==> config.mk <==
export PLATFORM = sky130hd
export DESIGN_NAME = signed_varint_nibble_codec_flat
export DESIGN_NICKNAME = d
export VERILOG_FILES = /design/src/rtl/svnc_pkg.sv /design/src/rtl/svnc_req_if.sv /design/src/rtl/svnc_rsp_if.sv /design/src/rtl/svnc_front.sv /design/src/rtl/svnc_queue.sv /design/src/rtl/svnc_back.sv /design/src/rtl/signed_varint_nibble_codec.sv /design/src/flat_wrapper.sv
export SDC_FILE = /design/constraint.sdc
export NUM_CORES = 1
export LEC_CHECK = 0
export BUFFER_PORTS_ARGS = -buffer_cell sky130_fd_sc_hd__buf_2
export CAP_MARGIN = 20
export CORE_AREA = 4 4 179 181
export DETAILED_ROUTE_END_ITERATION = 10
export DIE_AREA = 0 0 183 185
export PLACE_DENSITY = 0.69
export SYNTH_ARGS = -nofsm -noshare
export SYNTH_HDL_FRONTEND = slang
export SYNTH_HIERARCHICAL = 1
export SYNTH_SLANG_ARGS = --single-unit
==> constraint.sdc <==
create_clock -name clk -period 12.6 [get_ports clk]
set_input_delay 1.26 -clock clk [delete_from_list [all_inputs] [get_ports clk]]
set_output_delay 1.26 -clock clk [all_outputs]
set_load 0.005 [all_outputs]
==> src/rtl/svnc_pkg.sv <==
`timescale 1ns / 1ps
package svnc_pkg;

    localparam int MAX_EXTRA_BYTES = 4;

    localparam logic [7:0]  SIGN_MASK = 8'd128;
    localparam logic [3:0]  NIBBLE_MASK = 4'd15;
    localparam logic [7:0]  BYTE_MASK = 8'd255;
    localparam logic [2:0]  COUNT_MAX = 3'd7;
    localparam logic [31:0] MAG_LIMIT = 32'h7FFF_FFFF;

    typedef enum logic {
        OP_ENCODE = 1'b0,
        OP_DECODE = 1'b1
    } svnc_op_t;

    typedef struct packed {
        logic        is_enc;
        logic [2:0]  count;
        logic [39:0] bytes;
        logic [31:0] value;
        logic        value_valid;
        logic        error;
    } svnc_cmd_t;

endpackage

==> src/rtl/svnc_req_if.sv <==
`timescale 1ns / 1ps
interface svnc_req_if;
    logic        valid;
    logic        ready;
    logic        opcode;
    logic [31:0] value_in;
    logic [7:0]  byte_in;

    modport source (output valid, output opcode, output value_in, output byte_in, input ready);
    modport sink (input valid, input opcode, input value_in, input byte_in, output ready);
endinterface

==> src/rtl/svnc_rsp_if.sv <==
`timescale 1ns / 1ps
interface svnc_rsp_if;
    logic        valid;
    logic        ready;
    logic [7:0]  byte_out;
    logic        byte_valid;
    logic [31:0] value_out;
    logic        value_valid;
    logic        decode_error;
    logic        last;

    modport source (output valid, output byte_out, output byte_valid, output value_out,
                    output value_valid, output decode_error, output last, input ready);
    modport sink (input valid, input byte_out, input byte_valid, input value_out,
                  input value_valid, input decode_error, input last, output ready);
endinterface

==> src/rtl/svnc_front.sv <==
`timescale 1ns / 1ps
module svnc_front (
    input  logic               clk,
    input  logic               rst_n,
    svnc_req_if.sink           req,
    output logic               push_valid,
    input  logic               push_ready,
    output svnc_pkg::svnc_cmd_t push_cmd
);
    import svnc_pkg::*;

    logic        busy_reg, busy_next;
    logic [2:0]  rem_reg, rem_next;
    logic [2:0]  pos_reg, pos_next;
    logic        neg_reg, neg_next;
    logic [35:0] acc_reg, acc_next;

    logic        accept;
    logic        is_dec;
    logic        enc_neg;
    logic [31:0] enc_mag_raw;
    logic [31:0] enc_mag;
    logic [27:0] enc_rest;
    logic [2:0]  enc_count;
    logic [7:0]  enc_header;
    logic [5:0]  shamt;
    logic [35:0] acc_or;
    logic [2:0]  hdr_cnt;
    logic        dec_done;
    logic        dec_err;
    logic        dec_finish;
    logic [31:0] dec_value;

    assign accept = req.valid && push_ready;
    assign req.ready = push_ready;
    assign is_dec = (req.opcode == OP_DECODE);

    always_comb
    begin
        enc_neg = req.value_in[31];
        enc_mag_raw = enc_neg ? (32'd0 - req.value_in) : req.value_in;
        enc_mag = (enc_mag_raw > MAG_LIMIT) ? MAG_LIMIT : enc_mag_raw;
        enc_rest = enc_mag[31:4];
        if (enc_rest[27:24] != 4'd0)
        begin
            enc_count = 3'd4;
        end
        else if (enc_rest[23:16] != 8'd0)
        begin
            enc_count = 3'd3;
        end
        else if (enc_rest[15:8] != 8'd0)
        begin
            enc_count = 3'd2;
        end
        else if (enc_rest[7:0] != 8'd0)
        begin
            enc_count = 3'd1;
        end
        else
        begin
            enc_count = 3'd0;
        end
        enc_header = (enc_neg ? SIGN_MASK : 8'd0) | {1'b0, enc_count, 4'd0}
                     | {4'd0, enc_mag[3:0] & NIBBLE_MASK};
    end

    always_comb
    begin
        busy_next = busy_reg;
        rem_next = rem_reg;
        pos_next = pos_reg;
        neg_next = neg_reg;
        acc_next = acc_reg;
        dec_done = 1'b0;
        dec_err = 1'b0;
        dec_finish = 1'b0;
        hdr_cnt = req.byte_in[6:4];
        shamt = 6'd4 + {1'b0, pos_reg[1:0], 3'd0};
        acc_or = acc_reg | ({28'd0, req.byte_in & BYTE_MASK} << shamt);
        if (!busy_reg)
        begin
            neg_next = (req.byte_in & SIGN_MASK) != 8'd0;
            acc_next = {32'd0, req.byte_in[3:0]};
            pos_next = 3'd0;
            if (hdr_cnt > 3'(MAX_EXTRA_BYTES))
            begin
                rem_next = 3'd0;
                dec_done = 1'b1;
                dec_err = 1'b1;
            end
            else if (hdr_cnt == 3'd0)
            begin
                dec_finish = 1'b1;
            end
            else
            begin
                busy_next = 1'b1;
                rem_next = hdr_cnt;
            end
        end
        else
        begin
            acc_next = acc_or;
            pos_next = (pos_reg + 3'd1) & COUNT_MAX;
            rem_next = (rem_reg - 3'd1) & COUNT_MAX;
            if (rem_next == 3'd0 || pos_next >= 3'(MAX_EXTRA_BYTES))
            begin
                dec_finish = 1'b1;
            end
        end
        if (dec_finish)
        begin
            busy_next = 1'b0;
            rem_next = 3'd0;
            pos_next = 3'd0;
            dec_done = 1'b1;
            dec_err = acc_next[35:31] != 5'd0;
        end
        dec_value = neg_next ? (32'd0 - acc_next[31:0]) : acc_next[31:0];
    end

    always_comb
    begin
        push_valid = req.valid && (!is_dec || dec_done);
        push_cmd.is_enc = !is_dec;
        push_cmd.count = is_dec ? 3'd0 : enc_count;
        push_cmd.bytes = {4'd0, enc_rest, enc_header};
        push_cmd.value = (is_dec && !dec_err) ? dec_value : 32'd0;
        push_cmd.value_valid = is_dec && !dec_err;
        push_cmd.error = is_dec && dec_err;
    end

    always_ff @(posedge clk or negedge rst_n)
    begin
        if (!rst_n)
        begin
            busy_reg <= 1'b0;
            rem_reg <= 3'd0;
            pos_reg <= 3'd0;
            neg_reg <= 1'b0;
            acc_reg <= 36'd0;
        end
        else if (accept && is_dec)
        begin
            busy_reg <= busy_next;
            rem_reg <= rem_next;
            pos_reg <= pos_next;
            neg_reg <= neg_next;
            acc_reg <= acc_next;
        end
    end

`ifndef SYNTHESIS
    a_busy_has_rem: assert property (@(posedge clk) disable iff (!rst_n)
        busy_reg |-> (rem_reg != 3'd0))
        else $error("decoder busy with no bytes remaining");
    a_rem_bound: assert property (@(posedge clk) disable iff (!rst_n)
        (rem_reg + pos_reg) <= 4'(MAX_EXTRA_BYTES))
        else $error("decoder byte accounting exceeds limit");
    a_idle_clear: assert property (@(posedge clk) disable iff (!rst_n)
        !busy_reg |-> (rem_reg == 3'd0 && pos_reg == 3'd0))
        else $error("idle decoder holds stale counters");
`endif
endmodule

==> src/rtl/svnc_queue.sv <==
`timescale 1ns / 1ps
module svnc_queue #(
    parameter int DEPTH = 2
) (
    input  logic                clk,
    input  logic                rst_n,
    input  logic                push_valid,
    output logic                push_ready,
    input  svnc_pkg::svnc_cmd_t push_cmd,
    output logic                pop_valid,
    input  logic                pop_ready,
    output svnc_pkg::svnc_cmd_t pop_cmd
);
    import svnc_pkg::*;

    localparam int PW = (DEPTH > 1) ? $clog2(DEPTH) : 1;
    localparam int CW = $clog2(DEPTH + 1);

    svnc_cmd_t      mem_reg [DEPTH];
    logic [PW-1:0]  wr_ptr_reg, wr_ptr_next;
    logic [PW-1:0]  rd_ptr_reg, rd_ptr_next;
    logic [CW-1:0]  cnt_reg, cnt_next;
    logic           do_push, do_pop;

    assign push_ready = cnt_reg != CW'(DEPTH);
    assign pop_valid = cnt_reg != '0;
    assign pop_cmd = mem_reg[rd_ptr_reg];
    assign do_push = push_valid && push_ready;
    assign do_pop = pop_valid && pop_ready;

    always_comb
    begin
        wr_ptr_next = wr_ptr_reg;
        rd_ptr_next = rd_ptr_reg;
        cnt_next = cnt_reg;
        if (do_push)
        begin
            wr_ptr_next = (wr_ptr_reg == PW'(DEPTH - 1)) ? '0 : wr_ptr_reg + 1'b1;
        end
        if (do_pop)
        begin
            rd_ptr_next = (rd_ptr_reg == PW'(DEPTH - 1)) ? '0 : rd_ptr_reg + 1'b1;
        end
        if (do_push && !do_pop)
        begin
            cnt_next = cnt_reg + 1'b1;
        end
        else if (do_pop && !do_push)
        begin
            cnt_next = cnt_reg - 1'b1;
        end
    end

    always_ff @(posedge clk)
    begin
        if (do_push)
        begin
            mem_reg[wr_ptr_reg] <= push_cmd;
        end
    end

    always_ff @(posedge clk or negedge rst_n)
    begin
        if (!rst_n)
        begin
            wr_ptr_reg <= '0;
            rd_ptr_reg <= '0;
            cnt_reg <= '0;
        end
        else
        begin
            wr_ptr_reg <= wr_ptr_next;
            rd_ptr_reg <= rd_ptr_next;
            cnt_reg <= cnt_next;
        end
    end

`ifndef SYNTHESIS
    a_cnt_bound: assert property (@(posedge clk) disable iff (!rst_n)
        cnt_reg <= CW'(DEPTH))
        else $error("queue count overflow");
    a_ptr_match: assert property (@(posedge clk) disable iff (!rst_n)
        (cnt_reg == '0) |-> (wr_ptr_reg == rd_ptr_reg))
        else $error("empty queue with unequal pointers");
    a_pop_order: assert property (@(posedge clk) disable iff (!rst_n)
        (do_pop && !do_push) |=> (cnt_reg == $past(cnt_reg) - 1'b1))
        else $error("queue count lost a pop");
`endif
endmodule

==> src/rtl/svnc_back.sv <==
`timescale 1ns / 1ps
module svnc_back (
    input  logic                clk,
    input  logic                rst_n,
    input  logic                pop_valid,
    output logic                pop_ready,
    input  svnc_pkg::svnc_cmd_t pop_cmd,
    svnc_rsp_if.source          rsp
);
    import svnc_pkg::*;

    svnc_cmd_t   cmd_reg;
    logic        active_reg;
    logic [2:0]  idx_reg;
    logic        out_valid_reg, out_valid_next;
    logic [7:0]  byte_reg;
    logic        bvalid_reg;
    logic [31:0] value_reg;
    logic        vvalid_reg;
    logic        err_reg;
    logic        last_reg;
    logic        load;
    logic        at_end;
    logic [7:0]  sel_byte;

    assign pop_ready = !active_reg;
    assign load = active_reg && (!out_valid_reg || rsp.ready);
    assign at_end = idx_reg == cmd_reg.count;

    always_comb
    begin
        case (idx_reg)
            3'd0: sel_byte = cmd_reg.bytes[7:0];
            3'd1: sel_byte = cmd_reg.bytes[15:8];
            3'd2: sel_byte = cmd_reg.bytes[23:16];
            3'd3: sel_byte = cmd_reg.bytes[31:24];
            3'd4: sel_byte = cmd_reg.bytes[39:32];
            default: sel_byte = 8'd0;
        endcase
        out_valid_next = load ? 1'b1 : (out_valid_reg && !rsp.ready);
    end

    always_ff @(posedge clk)
    begin
        if (pop_valid && pop_ready)
        begin
            cmd_reg <= pop_cmd;
        end
        if (load)
        begin
            byte_reg <= cmd_reg.is_enc ? sel_byte : 8'd0;
            bvalid_reg <= cmd_reg.is_enc;
            value_reg <= cmd_reg.is_enc ? 32'd0 : cmd_reg.value;
            vvalid_reg <= !cmd_reg.is_enc && cmd_reg.value_valid;
            err_reg <= !cmd_reg.is_enc && cmd_reg.error;
            last_reg <= at_end;
        end
    end

    always_ff @(posedge clk or negedge rst_n)
    begin
        if (!rst_n)
        begin
            active_reg <= 1'b0;
            idx_reg <= 3'd0;
            out_valid_reg <= 1'b0;
        end
        else
        begin
            out_valid_reg <= out_valid_next;
            if (pop_valid && pop_ready)
            begin
                active_reg <= 1'b1;
                idx_reg <= 3'd0;
            end
            else if (load)
            begin
                if (at_end)
                begin
                    active_reg <= 1'b0;
                    idx_reg <= 3'd0;
                end
                else
                begin
                    idx_reg <= idx_reg + 3'd1;
                end
            end
        end
    end

    assign rsp.valid = out_valid_reg;
    assign rsp.byte_out = byte_reg;
    assign rsp.byte_valid = bvalid_reg;
    assign rsp.value_out = value_reg;
    assign rsp.value_valid = vvalid_reg;
    assign rsp.decode_error = err_reg;
    assign rsp.last = last_reg;

`ifndef SYNTHESIS
    a_idx_bound: assert property (@(posedge clk) disable iff (!rst_n)
        active_reg |-> (idx_reg <= cmd_reg.count))
        else $error("result index past command length");
    a_kind_excl: assert property (@(posedge clk) disable iff (!rst_n)
        out_valid_reg && bvalid_reg |-> (!vvalid_reg && !err_reg))
        else $error("encode result carries decode status");
    a_dec_single: assert property (@(posedge clk) disable iff (!rst_n)
        out_valid_reg && !bvalid_reg |-> (last_reg && (vvalid_reg != err_reg)))
        else $error("malformed decode result");
`endif
endmodule

==> src/rtl/signed_varint_nibble_codec.sv <==
`timescale 1ns / 1ps
// Signed varint codec with a nibble header byte.
// Channel req carries one transaction per item: opcode selects encode of
// value_in or decode of one byte_in. Channel rsp carries result transactions
// in item order, last marking the final result of each item.
// An encode yields 1 to 5 byte results, header first. A decode yields no
// result while extra bytes are still expected, else one value or error result.
// The front stage accepts a transaction while the queue has room and posts its
// work to a command queue of QUEUE_DEPTH entries; the back stage drains one
// command at a time and loads one result per cycle into the output register
// while rsp is not stalled. A command is written into the queue, popped into
// the back stage's command register, and its results are then loaded into the
// output register. The back stage takes no new command until the last result
// of its current one is loaded. Decode bytes that yield no result post no
// command. Reset clears the decoder state, the queue pointers and count, and
// the output valid flag. When rsp stalls, the output register holds; the
// queue fills and req.ready drops once QUEUE_DEPTH commands are waiting.
module signed_varint_nibble_codec #(
    parameter int QUEUE_DEPTH = 2
) (
    input  logic       clk,
    input  logic       rst_n,
    svnc_req_if.sink   req,
    svnc_rsp_if.source rsp
);
    import svnc_pkg::*;

    logic      push_valid, push_ready;
    svnc_cmd_t push_cmd;
    logic      pop_valid, pop_ready;
    svnc_cmd_t pop_cmd;

    svnc_front u_front (
        .clk        (clk),
        .rst_n      (rst_n),
        .req        (req),
        .push_valid (push_valid),
        .push_ready (push_ready),
        .push_cmd   (push_cmd)
    );

    svnc_queue #(
        .DEPTH (QUEUE_DEPTH)
    ) u_queue (
        .clk        (clk),
        .rst_n      (rst_n),
        .push_valid (push_valid),
        .push_ready (push_ready),
        .push_cmd   (push_cmd),
        .pop_valid  (pop_valid),
        .pop_ready  (pop_ready),
        .pop_cmd    (pop_cmd)
    );

    svnc_back u_back (
        .clk       (clk),
        .rst_n     (rst_n),
        .pop_valid (pop_valid),
        .pop_ready (pop_ready),
        .pop_cmd   (pop_cmd),
        .rsp       (rsp)
    );
endmodule
==> src/flat_wrapper.sv <==
// flat-port wrapper written by rule: the top's interface ports become plain ports
module signed_varint_nibble_codec_flat import svnc_pkg::*;
#(
    parameter int QUEUE_DEPTH = 2
)
  (clk, rst_n, req_valid, req_opcode, req_value_in, req_byte_in, req_ready, rsp_valid, rsp_byte_out, rsp_byte_valid, rsp_value_out, rsp_value_valid, rsp_decode_error, rsp_last, rsp_ready);
  svnc_req_if req_i ();
  svnc_rsp_if rsp_i ();
  input  logic clk;
  input  logic rst_n;
  input wire logic [$bits(req_i.valid)-1:0] req_valid;
  input wire logic [$bits(req_i.opcode)-1:0] req_opcode;
  input wire logic [$bits(req_i.value_in)-1:0] req_value_in;
  input wire logic [$bits(req_i.byte_in)-1:0] req_byte_in;
  output wire logic [$bits(req_i.ready)-1:0] req_ready;
  output wire logic [$bits(rsp_i.valid)-1:0] rsp_valid;
  output wire logic [$bits(rsp_i.byte_out)-1:0] rsp_byte_out;
  output wire logic [$bits(rsp_i.byte_valid)-1:0] rsp_byte_valid;
  output wire logic [$bits(rsp_i.value_out)-1:0] rsp_value_out;
  output wire logic [$bits(rsp_i.value_valid)-1:0] rsp_value_valid;
  output wire logic [$bits(rsp_i.decode_error)-1:0] rsp_decode_error;
  output wire logic [$bits(rsp_i.last)-1:0] rsp_last;
  input wire logic [$bits(rsp_i.ready)-1:0] rsp_ready;
  assign req_i.valid = req_valid;
  assign req_i.opcode = req_opcode;
  assign req_i.value_in = req_value_in;
  assign req_i.byte_in = req_byte_in;
  assign req_ready = req_i.ready;
  assign rsp_valid = rsp_i.valid;
  assign rsp_byte_out = rsp_i.byte_out;
  assign rsp_byte_valid = rsp_i.byte_valid;
  assign rsp_value_out = rsp_i.value_out;
  assign rsp_value_valid = rsp_i.value_valid;
  assign rsp_decode_error = rsp_i.decode_error;
  assign rsp_last = rsp_i.last;
  assign rsp_i.ready = rsp_ready;
  signed_varint_nibble_codec #(.QUEUE_DEPTH(QUEUE_DEPTH)) u_core (.clk(clk), .rst_n(rst_n), .req(req_i), .rsp(rsp_i));
endmodule
# [After elaboration in Yosys (flattened, before gate mapping)]
# Memories as Yosys holds them, arrays and structs flattened. A register that Yosys moved wholly into a read port is not among the register bits.
# Index checks and enable logic that the tools add are counted.
[classes] n_eq_ne=7 addsub=10 n_reduce_logical=38 magnitude_cmp=3 shift=1 n_mux=44 bitwise_logic=3
[ops] cell="2-to-1 mux 32 bit" count=4
[ops] cell="subtractor 1 x 32 -> 32 bit (first input constant)" count=2
[ops] cell="case mux 8 bit (5 select lines)" count=1
[ops] cell="2-to-1 mux 3 bit" count=13
[ops] cell="2-to-1 mux 36 bit" count=1
[ops] cell="OR 36 bit" count=1
[ops] cell="<< shifter 8 x 6 -> 36 bit" count=1
[ops] cell="greater-than comparator 32 x 31 -> 1 bit (second input constant)" count=1
[ops] cell="nonzero test 8 bit" count=3
[ops] cell="2-to-1 mux 1 bit" count=22
[ops] cell="logical AND 1 bit" count=13
[ops] cell="logical NOT 3 bit" count=3
[ops] cell="logical NOT 1 bit" count=8
[ops] cell="2-to-1 mux 8 bit" count=1
[ops] cell="OR 8 x 4 -> 8 bit" count=1
[ops] cell="OR 8 x 7 -> 8 bit" count=1
[ops] cell="nonzero test 2 bit" count=4
[ops] cell="adder 3 x 1 -> 3 bit (second input constant)" count=2
[ops] cell="adder 3 x 5 -> 6 bit (first input constant)" count=1
[ops] cell="== test 3 x 2 -> 1 bit (second input constant)" count=2
[ops] cell="nonzero test 5 bit" count=1
[ops] cell="2-to-1 mux 2 bit" count=2
[ops] cell="!= test 4 bit (second input constant)" count=1
[ops] cell="AND reduction 2 bit" count=2
[ops] cell="other kinds (12)" count=15
[totals] wordCells=125 memories=1 register_bits=137 ramBits=148
[memory_table] name="u_core.u_queue.mem_reg" words=2 word_bits=74 read_ports=1 rd_clocked_by_memory_dff=1 wr=1 line="svnc_queue.sv:19" text="svnc_cmd_t mem_reg [DEPTH];"

# [Depth between registers and ports, before layout]
# Gate-level depths: netlist of the first run.
[logic_depth] depth_word=13 mapped_depth=12

# [Hierarchy]
# Netlist of the first run, hierarchy kept.
[modules_own_cells] mod="svnc_queue" instances=1 cells_each=261 area_per_inst_um2=5858.1
[modules_own_cells] mod="svnc_front" instances=1 cells_each=629 area_per_inst_um2=4664.5
[modules_own_cells] mod="svnc_back" instances=1 cells_each=233 area_per_inst_um2=4589.4

# [Worst setup path before layout of the first run]
# No wires, ideal clock.
[synth_path] path_type="input -> register" start="input port req_byte_in[4]" end="memory u_core/u_queue/mem_reg[0][0] (netlist name), enable pin" arrival_ns=5.493 n_path_buf=0 stages=7 required_time_ns=12.085 slack_ns=6.593 setup_time_ns=0.515 path_cell_list="or2_2 inv_1 ha_1 o21a_1 o31a_1 nand2_1 nor2_1"
[synth_between] elab_chain_len=10
[synth_rtl] item="start, declared" line="flat_wrapper.sv:14" text="input wire logic [$bits(req_i.byte_in)-1:0] req_byte_in;"
[synth_rtl] item="branches (longest 4 deep; another with greater-than comparator 3 bit)"
[synth_rtl] item="2-to-1 mux 1 bit (*)" line="svnc_front.sv:112" text="if (dec_finish)"
[synth_rtl] item="logical OR 1 bit (*)" line="svnc_front.sv:125" text="push_valid = req.valid && (!is_dec || dec_done);"
[synth_rtl] item="logical AND 1 bit (*)" line="svnc_front.sv:125"
[synth_rtl] item="named net u_core.push_valid" line="signed_varint_nibble_codec.sv:28" text="logic push_valid, push_ready;"
[synth_rtl] item="logical AND 1 bit (*)" line="svnc_queue.sv:28" text="assign do_push = push_valid && push_ready;"
[synth_rtl] item="2-to-1 mux 1 bit (*)" line="svnc_queue.sv:56" text="if (do_push)"
[synth_rtl] item="2-to-1 mux 1 bit (implied by the code) (*)" line="svnc_queue.sv:58" text="mem_reg[wr_ptr_reg] <= push_cmd;"
[synth_rtl] item="end, declared" line="svnc_queue.sv:19"
# Mark *: on every way through the listed nets, which the timed path passes.

# [Final worst setup path of the first run]
[layout_path] start="register u_core.u_front.pos_reg[0]" end="memory u_core/u_queue/mem_reg[0][0] (netlist name), enable pin"
[layout_between] elab_chain_len=11
[layout_rtl] item="start, declared" line="svnc_front.sv:14" text="logic [2:0] pos_reg, pos_next;"
[layout_rtl] item="start signal, assigned" line="svnc_front.sv:148" text="pos_reg <= pos_next;"
[layout_rtl] item="adder 3 x 1 -> 3 bit" line="svnc_front.sv:105" text="pos_next = (pos_reg + 3'd1) & COUNT_MAX;"
[layout_rtl] item=">= comparator 3 bit" line="svnc_front.sv:107" text="if (rem_next == 3'd0 || pos_next >= 3'(MAX_EXTRA_BYTES))"
[layout_rtl] item="logical OR 1 bit" line="svnc_front.sv:107"
[layout_rtl] item="2-to-1 mux 1 bit" line="svnc_front.sv:107"
[layout_rtl] item="2-to-1 mux 1 bit" line="svnc_front.sv:81" text="if (!busy_reg)"
[layout_rtl] item="2-to-1 mux 1 bit" line="svnc_front.sv:112"
[layout_rtl] item="logical OR 1 bit" line="svnc_front.sv:125"
[layout_rtl] item="logical AND 1 bit" line="svnc_front.sv:125"
[layout_rtl] item="named net u_core.push_valid" line="signed_varint_nibble_codec.sv:28"
[layout_rtl] item="logical AND 1 bit" line="svnc_queue.sv:28"
[layout_rtl] item="2-to-1 mux 1 bit" line="svnc_queue.sv:56"
[layout_rtl] item="2-to-1 mux 1 bit (implied by the code)" line="svnc_queue.sv:58"
# The timed path passes the listed nets, and every way through them passes these cells.

==> flow_summary.toml, run 1 <==
[sta]
skew_ns = 0.0157
tns_ns = 0
slew_viol_final = 0
setup_viol = 0
fin_crit_ns = 3.81
rsz0062_at_grt = "no"
hold_slack_ns = 0.484
fmax_mhz = 262
post-route-period-util_pct = 30.2
slew_headroom_pct = 39.4
final_hold_viol_count = 0
worst-slew-pin-transition_ns = 0.909

[drt]
drc = 0
detail-route-antenna-nets = 0
drtIter0Drc = 774
first_pass_iters = 8
via_per_inst = 5.66
vias = 9151
drt-wirelength-per-cell_um = 18.6
wirelength_mm = 30.1

[finish]
n_antenna_cell = 0
fin_nets = 1253
drive_above_1_share_pct = 22.2
largest_reg_flops = 156
area_growth_pct = 12.2
fillers = 2440
stdcell_count = 1616
utilization_pct = 55.7

[worst_setup_path]
setup.worst_path.start_class = "flip-flop"
crit_path_end_kind = "flip-flop"
cp-endpoint = "u_core/u_queue/mem_reg[0][0]$_DFFE_PP_"
crit_fanout = 65
arrival_ns = 3.94
cp.required_ns = 12.73
crit_type = "flip-flop to flip-flop"
rrSetupSlack_ns = 8.79
r2r-start = "u_core/u_front/pos_reg[0]$_DFFE_PN0P_"
cp-startpoint = "u_core/u_front/pos_reg[0]$_DFFE_PN0P_"
reg2reg_depth = 8
worstReg2RegEnd = "u_core/u_queue/mem_reg[0][0]$_DFFE_PP_"

[global_route]
grt_pass1_wl_mm = 49.0
grt.overflow.total = 0
grt_max_degree = 71
antenna_found_initial = 0
grt_pass1_vias = 8982
track_usage_pct = 17.8

[floorplanning]
start_util_pct = 49.7
num_rows = 64
core-area_mm2 = 0.0304
die_h_um = 185
fp.dieW_um = 183
die_area_mm2 = 0.0339
io_pins = 91

[synth]
synth_top_area_share_pct = 55.2
yosysTopAreaCell = "edfxtp_1"
synthDistinctLibCells = 78
synth_ff_type = "edfxtp_1"
synth_sequential_area_ratio_pct = 64.0
yosysWarningCount = 6
synthCells = 1123
ys_ff_latch = 331
synth_area_mm2 = 0.0151
syn_area_per_cell_um2 = 13.5
synth_area_leaders = "edfxtp_1 55%, dfrtp_1 8.8%, mux2_2 5.4%"
async_reset_ff_share_pct = 16.0
synth_edf_count = 278

[power_and_ir_drop]
p_per_area_mw_per_mm2 = 226
ir_drop_mv = 0.105
total_power_mw = 3.83
power.leakage_nw = 6.32

[placed_design]
dpl.cell_count = 1553
post-dp-hpwl_mm = 19.7
gpl.final_weighted_congestion = 0.919
port-buffer-count = 90

[clock_network]
htreeDepth = 2
cts_tree = "built"
post-cts-setup-buffers = 0
cts.repair.resized = 0
cts-root-buf = "clkbuf_16"
cts_hold_buf = 0
insertion_delay_ns = 0.51
clk_pin_slew_ns = 0.06
cts_buffers = 34
clock_path_buffers = 3
cts.sinks = 331

[flow_run]
max-cap-violations = 0

[worst_hold_path]
hold_class = "flip-flop to flip-flop"

[outcome]
status = "finished clean"
[where the power goes]
part	switching [mW]	internal, mW
Sequential	0.151	1.60
Clock	0.404	0.580
Combinational	0.662	0.437
Total	1.22	2.61
[synthesized netlist by cell type (10+ instances only)]
cell type	number
edfxtp_1	278
nand2_1	91
mux2_2	73
o21ai_0	73
nor2_1	67
dfrtp_1	53
xor2_1	51
clkbuf_1	44
a21oi_1	34
nor2b_1	20
and2b_1	18
inv_1	18
nor3_1	17
and3b_1	16
nand3_1	16
ha_1	14
mux2_4	13
or3_1	12
buf_2	10
xnor2_1	10
[placed cells by master, fill, tap and decap left out, types with 6 or more instances in the layout]
cell	count
edfxtp_1	278
nand2_1	91
buf_2	90
mux2_2	73
o21ai_0	73
nor2_1	66
dfrtp_1	52
xor2_1	51
clkbuf_16	36
a21oi_1	34
nor2b_1	20
and2b_1	18
inv_1	17
nor3_1	17
and3b_1	16
nand3_1	15
ha_1	14
mux2_4	13
or3_1	12
buf_4	10
xnor2_1	10
clkbuf_1	9
o31ai_1	9
nand2b_1	8
and3_1	8
a31oi_1	8
mux2i_1	8
o41ai_1	8
a222oi_1	7
nor4_1	7
nor3b_1	7
nand4_1	7
o32ai_1	6
a41oi_1	6
[worst min-delay path by stage]
stage | start | endpoint | slack [ns] | cells after the start
floorplan | u_core/u_front/acc_reg[10]$_DFFE_PN0P_ | u_core/u_front/acc_reg[10]$_DFFE_PN0P_ | 0.44 | 2
CTS | u_core/u_front/acc_reg[10]$_DFFE_PN0P_ | u_core/u_front/acc_reg[10]$_DFFE_PN0P_ | 0.48 | 2
global route | u_core/u_queue/cnt_reg[1]$_DFFE_PN0P_ | u_core/u_queue/cnt_reg[1]$_DFFE_PN0P_ | 0.50 | 1
detailed placement | u_core/u_front/acc_reg[30]$_DFFE_PN0P_ | u_core/u_front/acc_reg[30]$_DFFE_PN0P_ | 0.47 | 2
finish | u_core/u_front/acc_reg[22]$_DFFE_PN0P_ | u_core/u_front/acc_reg[22]$_DFFE_PN0P_ | 0.48 | 2
global placement | u_core/u_front/acc_reg[19]$_DFFE_PN0P_ | u_core/u_front/acc_reg[19]$_DFFE_PN0P_ | 0.46 | 2
[critical path, stage by stage (launching register included)]
cell and delay, ns:
dfrtp_1 0.93, ha_1 0.31, xor2_1 0.16, a311o_1 0.22, o21a_1 0.26, o31a_1 0.19, nand2_1 0.13, nor2_4 0.40
buf_4 0.77
[per-layer routing]
metal	wire length, µm	global-route usage [%]	vias up
met5	0	0	-
met4	450	4.50	0
met3	1740	2.89	36
met2	13900	27.7	306
met1	14000	26.6	4470
li1	-	-	4339
[final cells by class]
class | count | area [µm²] | area share [%]
clock buffers | 50 | 1000 | 5.92
clock inverters | 12 | 118 | 0.694
inverters | 18 | 67.6 | 0.398
multi-input cells | 708 | 5060 | 29.8
flip-flops and latches | 331 | 9680 | 57.1
well taps | 396 | 495 | 2.92
repair buffers | 101 | 537 | 3.17
[stage by stage]
step	instance area, µm²	setup slack, ns
2_1_floorplan	15100	6.59
3_3_place_gp	15800	8.46
3_5_place_dp	15800	8.32
4_1_cts	16900	8.76
5_1_grt	17000	8.49
6_report	17000	8.79
[cell families (layout without fill, tap and decap cells)]
| kind of cell | count (synthesis) | after routing | synth area share, % |
|---|---|---|---|
| compound gates | 199 | 199 | 8.82 |
| xor+xnor | 61 | 61 | 3.54 |
| fa+ha+maj | 14 | 14 | 1.16 |
| buf+inv | 88 | 181 | 2.77 |
| flops | 331 | 331 | 64.0 |
| mux | 95 | 95 | 7.33 |
| other cells | 1 | 5 | 0.0248 |
| simple gates | 334 | 334 | 12.4 |
(Power assumes the default switching activity.)
==> run 2, diff against run 1 <==
ABC_AREA = 1   (was default)
CORE_AREA = 4 4 180 182   (was 4 4 179 181)
DIE_AREA = 0 0 184 186   (was 0 0 183 185)
clock period = 3.8 ns   (was 12.6 ns; I/O delays follow)
==> run 2 against run 1 <==
  * Combinational power grew to 3.8 times the previous value
  * Fmax up 22%
  * Setup slack lost 8.1 ns
  * Highest routed layer unchanged
  * Sequential cell count stayed put
  * Utilization rose by 0.45 points
  * Die area grew 1.1%
  * Non-clock buffer count is 8 higher
  * Clock power rose to 3.3 times the previous value
  * Critical path depth is 2 higher
==> flow_summary.toml, run 2 <==
[global_route]
grt_pass1_vias = 9719
antenna_found_initial = 0
track_usage_pct = 18.9
grt_pass1_wl_mm = 51.6
grt_max_degree = 80
grt.overflow.total = 0

[worst_setup_path]
crit_type = "flip-flop to flip-flop"
cp.required_ns = 4.14
setup.worst_path.start_class = "flip-flop"
arrival_ns = 3.46
reg2reg_depth = 10
crit_fanout = 20
r2r-start = "u_core/u_front/busy_reg$_DFFE_PN0P_"
crit_path_end_kind = "flip-flop"
rrSetupSlack_ns = 0.68
worstReg2RegEnd = "u_core/u_queue/mem_reg[1][15]$_DFFE_PP_"

[clock_network]
cts_hold_buf = 0
cts.repair.resized = 0
cts-root-buf = "clkbuf_16"
cts_buffers = 34
post-cts-setup-buffers = 0
clock_path_buffers = 3
cts.sinks = 331
htreeDepth = 2
insertion_delay_ns = 0.51
cts_tree = "built"
clk_pin_slew_ns = 0.05

[flow_run]
max-cap-violations = 0

[floorplanning]
die_area_mm2 = 0.0342
fp.dieW_um = 184
die_h_um = 186
num_rows = 64
core-area_mm2 = 0.0306
start_util_pct = 49.8
io_pins = 91

[sta]
slew_headroom_pct = 44.1
finalWorstSetupSlack_ns = 0.681
fmax_mhz = 321
setup_viol = 0
slew_viol_final = 0
rsz0062_at_grt = "no"
skew_ns = 0.0151
final_hold_viol_count = 0
hold_slack_ns = 0.00745
worst-slew-pin-transition_ns = 0.839
post-route-period-util_pct = 82.1
fin_crit_ns = 3.12

[power_and_ir_drop]
ir_drop_mv = 0.306
total_power_mw = 13.1
p_per_area_mw_per_mm2 = 765
power.leakage_nw = 7.50

[synth]
synthDistinctLibCells = 51
synth_edf_count = 278
syn_area_per_cell_um2 = 9.72
async_reset_ff_share_pct = 16.0
yosysTopAreaCell = "edfxtp_1"
synth_ff_type = "edfxtp_1"
synthCells = 1568
synth_top_area_share_pct = 54.7
synth_area_mm2 = 0.0152
synth_sequential_area_ratio_pct = 63.4
synth_common_cells = "541 x nand2_1, 278 x edfxtp_1, 159 x nor2_1"
synth_area_leaders = "edfxtp_1 55%, nand2_1 13%, dfrtp_1 8.7%"
yosysMostFrequentCell = "nand2_1"
yosysWarningCount = 6
ys_ff_latch = 331

[finish]
largest_reg_flops = 156
stdcell_count = 2078
area_growth_pct = 12.7
fin_nets = 1715
drive_above_1_share_pct = 13.0
final_cell_mix = "541 x nand2_1, 278 x edfxtp_1, 156 x nor2_1"
mostFrequentLayoutCell = "nand2_1"
finalInstanceArea_mm2 = 0.0172
fillers = 2685
n_antenna_cell = 0

[placed_design]
placed_cell_area_mm2 = 0.0161
post-dp-hpwl_mm = 22.1
dp_slack_ns = 0.744
dpl.cell_count = 2016
port-buffer-count = 90
gpl.final_weighted_congestion = 0.865

[drt]
wirelength_mm = 31.7
drc = 0
drtIter0Drc = 862
first_pass_iters = 5
detail-route-antenna-nets = 0
vias = 10500
drt-wirelength-per-cell_um = 15.3
via_per_inst = 5.03

[worst_hold_path]
hold_class = "primary input to asynchronous set/reset pin"

[outcome]
status = "finished clean"
==> run 2: how the worst max path moves through the flow <==
stage | startpoint | to | slack [ns] | depth (start not counted)
floorplan | u_core/u_front/rem_reg[0]$_DFFE_PN0P_ | u_core/u_queue/mem_reg[0][0]$_DFFE_PP_ | -0.15 | 12
finish | u_core/u_front/busy_reg$_DFFE_PN0P_ | u_core/u_queue/mem_reg[1][15]$_DFFE_PP_ | 0.68 | 10
CTS | u_core/u_front/busy_reg$_DFFE_PN0P_ | u_core/u_queue/mem_reg[1][15]$_DFFE_PP_ | 0.75 | 10
detailed placement | u_core/u_front/busy_reg$_DFFE_PN0P_ | u_core/u_queue/mem_reg[1][15]$_DFFE_PP_ | 0.74 | 10
global placement | u_core/u_front/busy_reg$_DFFE_PN0P_ | u_core/u_queue/mem_reg[0][18]$_DFFE_PP_ | 0.88 | 10
global route | u_core/u_front/busy_reg$_DFFE_PN0P_ | u_core/u_queue/mem_reg[1][15]$_DFFE_PP_ | 0.37 | 10
==> run 2: cell type report <==
| class | instances | area (µm²) | area share (%) |
|---|---|---|---|
| Clock buffer | 45 | 942 | 5.48 |
| Clock inverter | 17 | 153 | 0.888 |
| Inverter | 154 | 584 | 3.40 |
| Multi-Input combinational cell | 1026 | 4670 | 27.2 |
| Sequential cell | 331 | 9680 | 56.3 |
| Tap cell | 396 | 495 | 2.88 |
| Timing Repair Buffer | 109 | 656 | 3.82 |
==> run 2: stage by stage <==
stage | TNS, ns | utilization [%]
final | 0 | 56.2
after global routing | 0 | 56.2
after CTS | 0 | 56.2
after detailed placement | 0 | 52.6
after global placement | 0 | 52.6
after floorplan | -24.00 | -
==> run 2: worst max-delay path, stage by stage, from the launching register on <==
cell	delay (ns)
dfrtp_1	0.89
inv_4	0.22
nor2_1	0.24
nor2_1	0.12
inv_1	0.08
nand2_1	0.09
nand2_1	0.14
nand2_1	0.37
inv_2	0.44
o21ai_0	0.16
a21oi_1	0.19
==> run 2: metal layers <==
layer | vias up | track usage (%) | wire length [µm]
met3 | 30 | 2.81 | 1950
met4 | 0 | 3.90 | 456
met5 | - | 0 | 0
met2 | 296 | 28.9 | 14100
li1 | 5297 | - | -
met1 | 4832 | 28.9 | 15300
==> run 2: kinds of logic (layout without fill, tap and decap cells) <==
kind of cell / Yosys count / count (layout) / share of synthesized area (%)
and+or+nand+nor: 862 / 862 / 23.4
xor gates and xnor gates: 17 / 17 / 0.976
buffers and inverters: 215 / 325 / 6.15
DFF: 331 / 331 / 63.4
AOI/OAI and AO/OA: 128 / 128 / 4.82
other: 1 / 5 / 0.0246
adders and majority gates: 14 / 14 / 1.15
==> run 2: where the power goes <==
group          total [mW]  switching (mW)  internal [mW]
Combinational        4.20            2.92           1.28
Clock                3.22            1.32           1.89
Sequential           5.72           0.430           5.29
Total                13.1            4.67           8.46
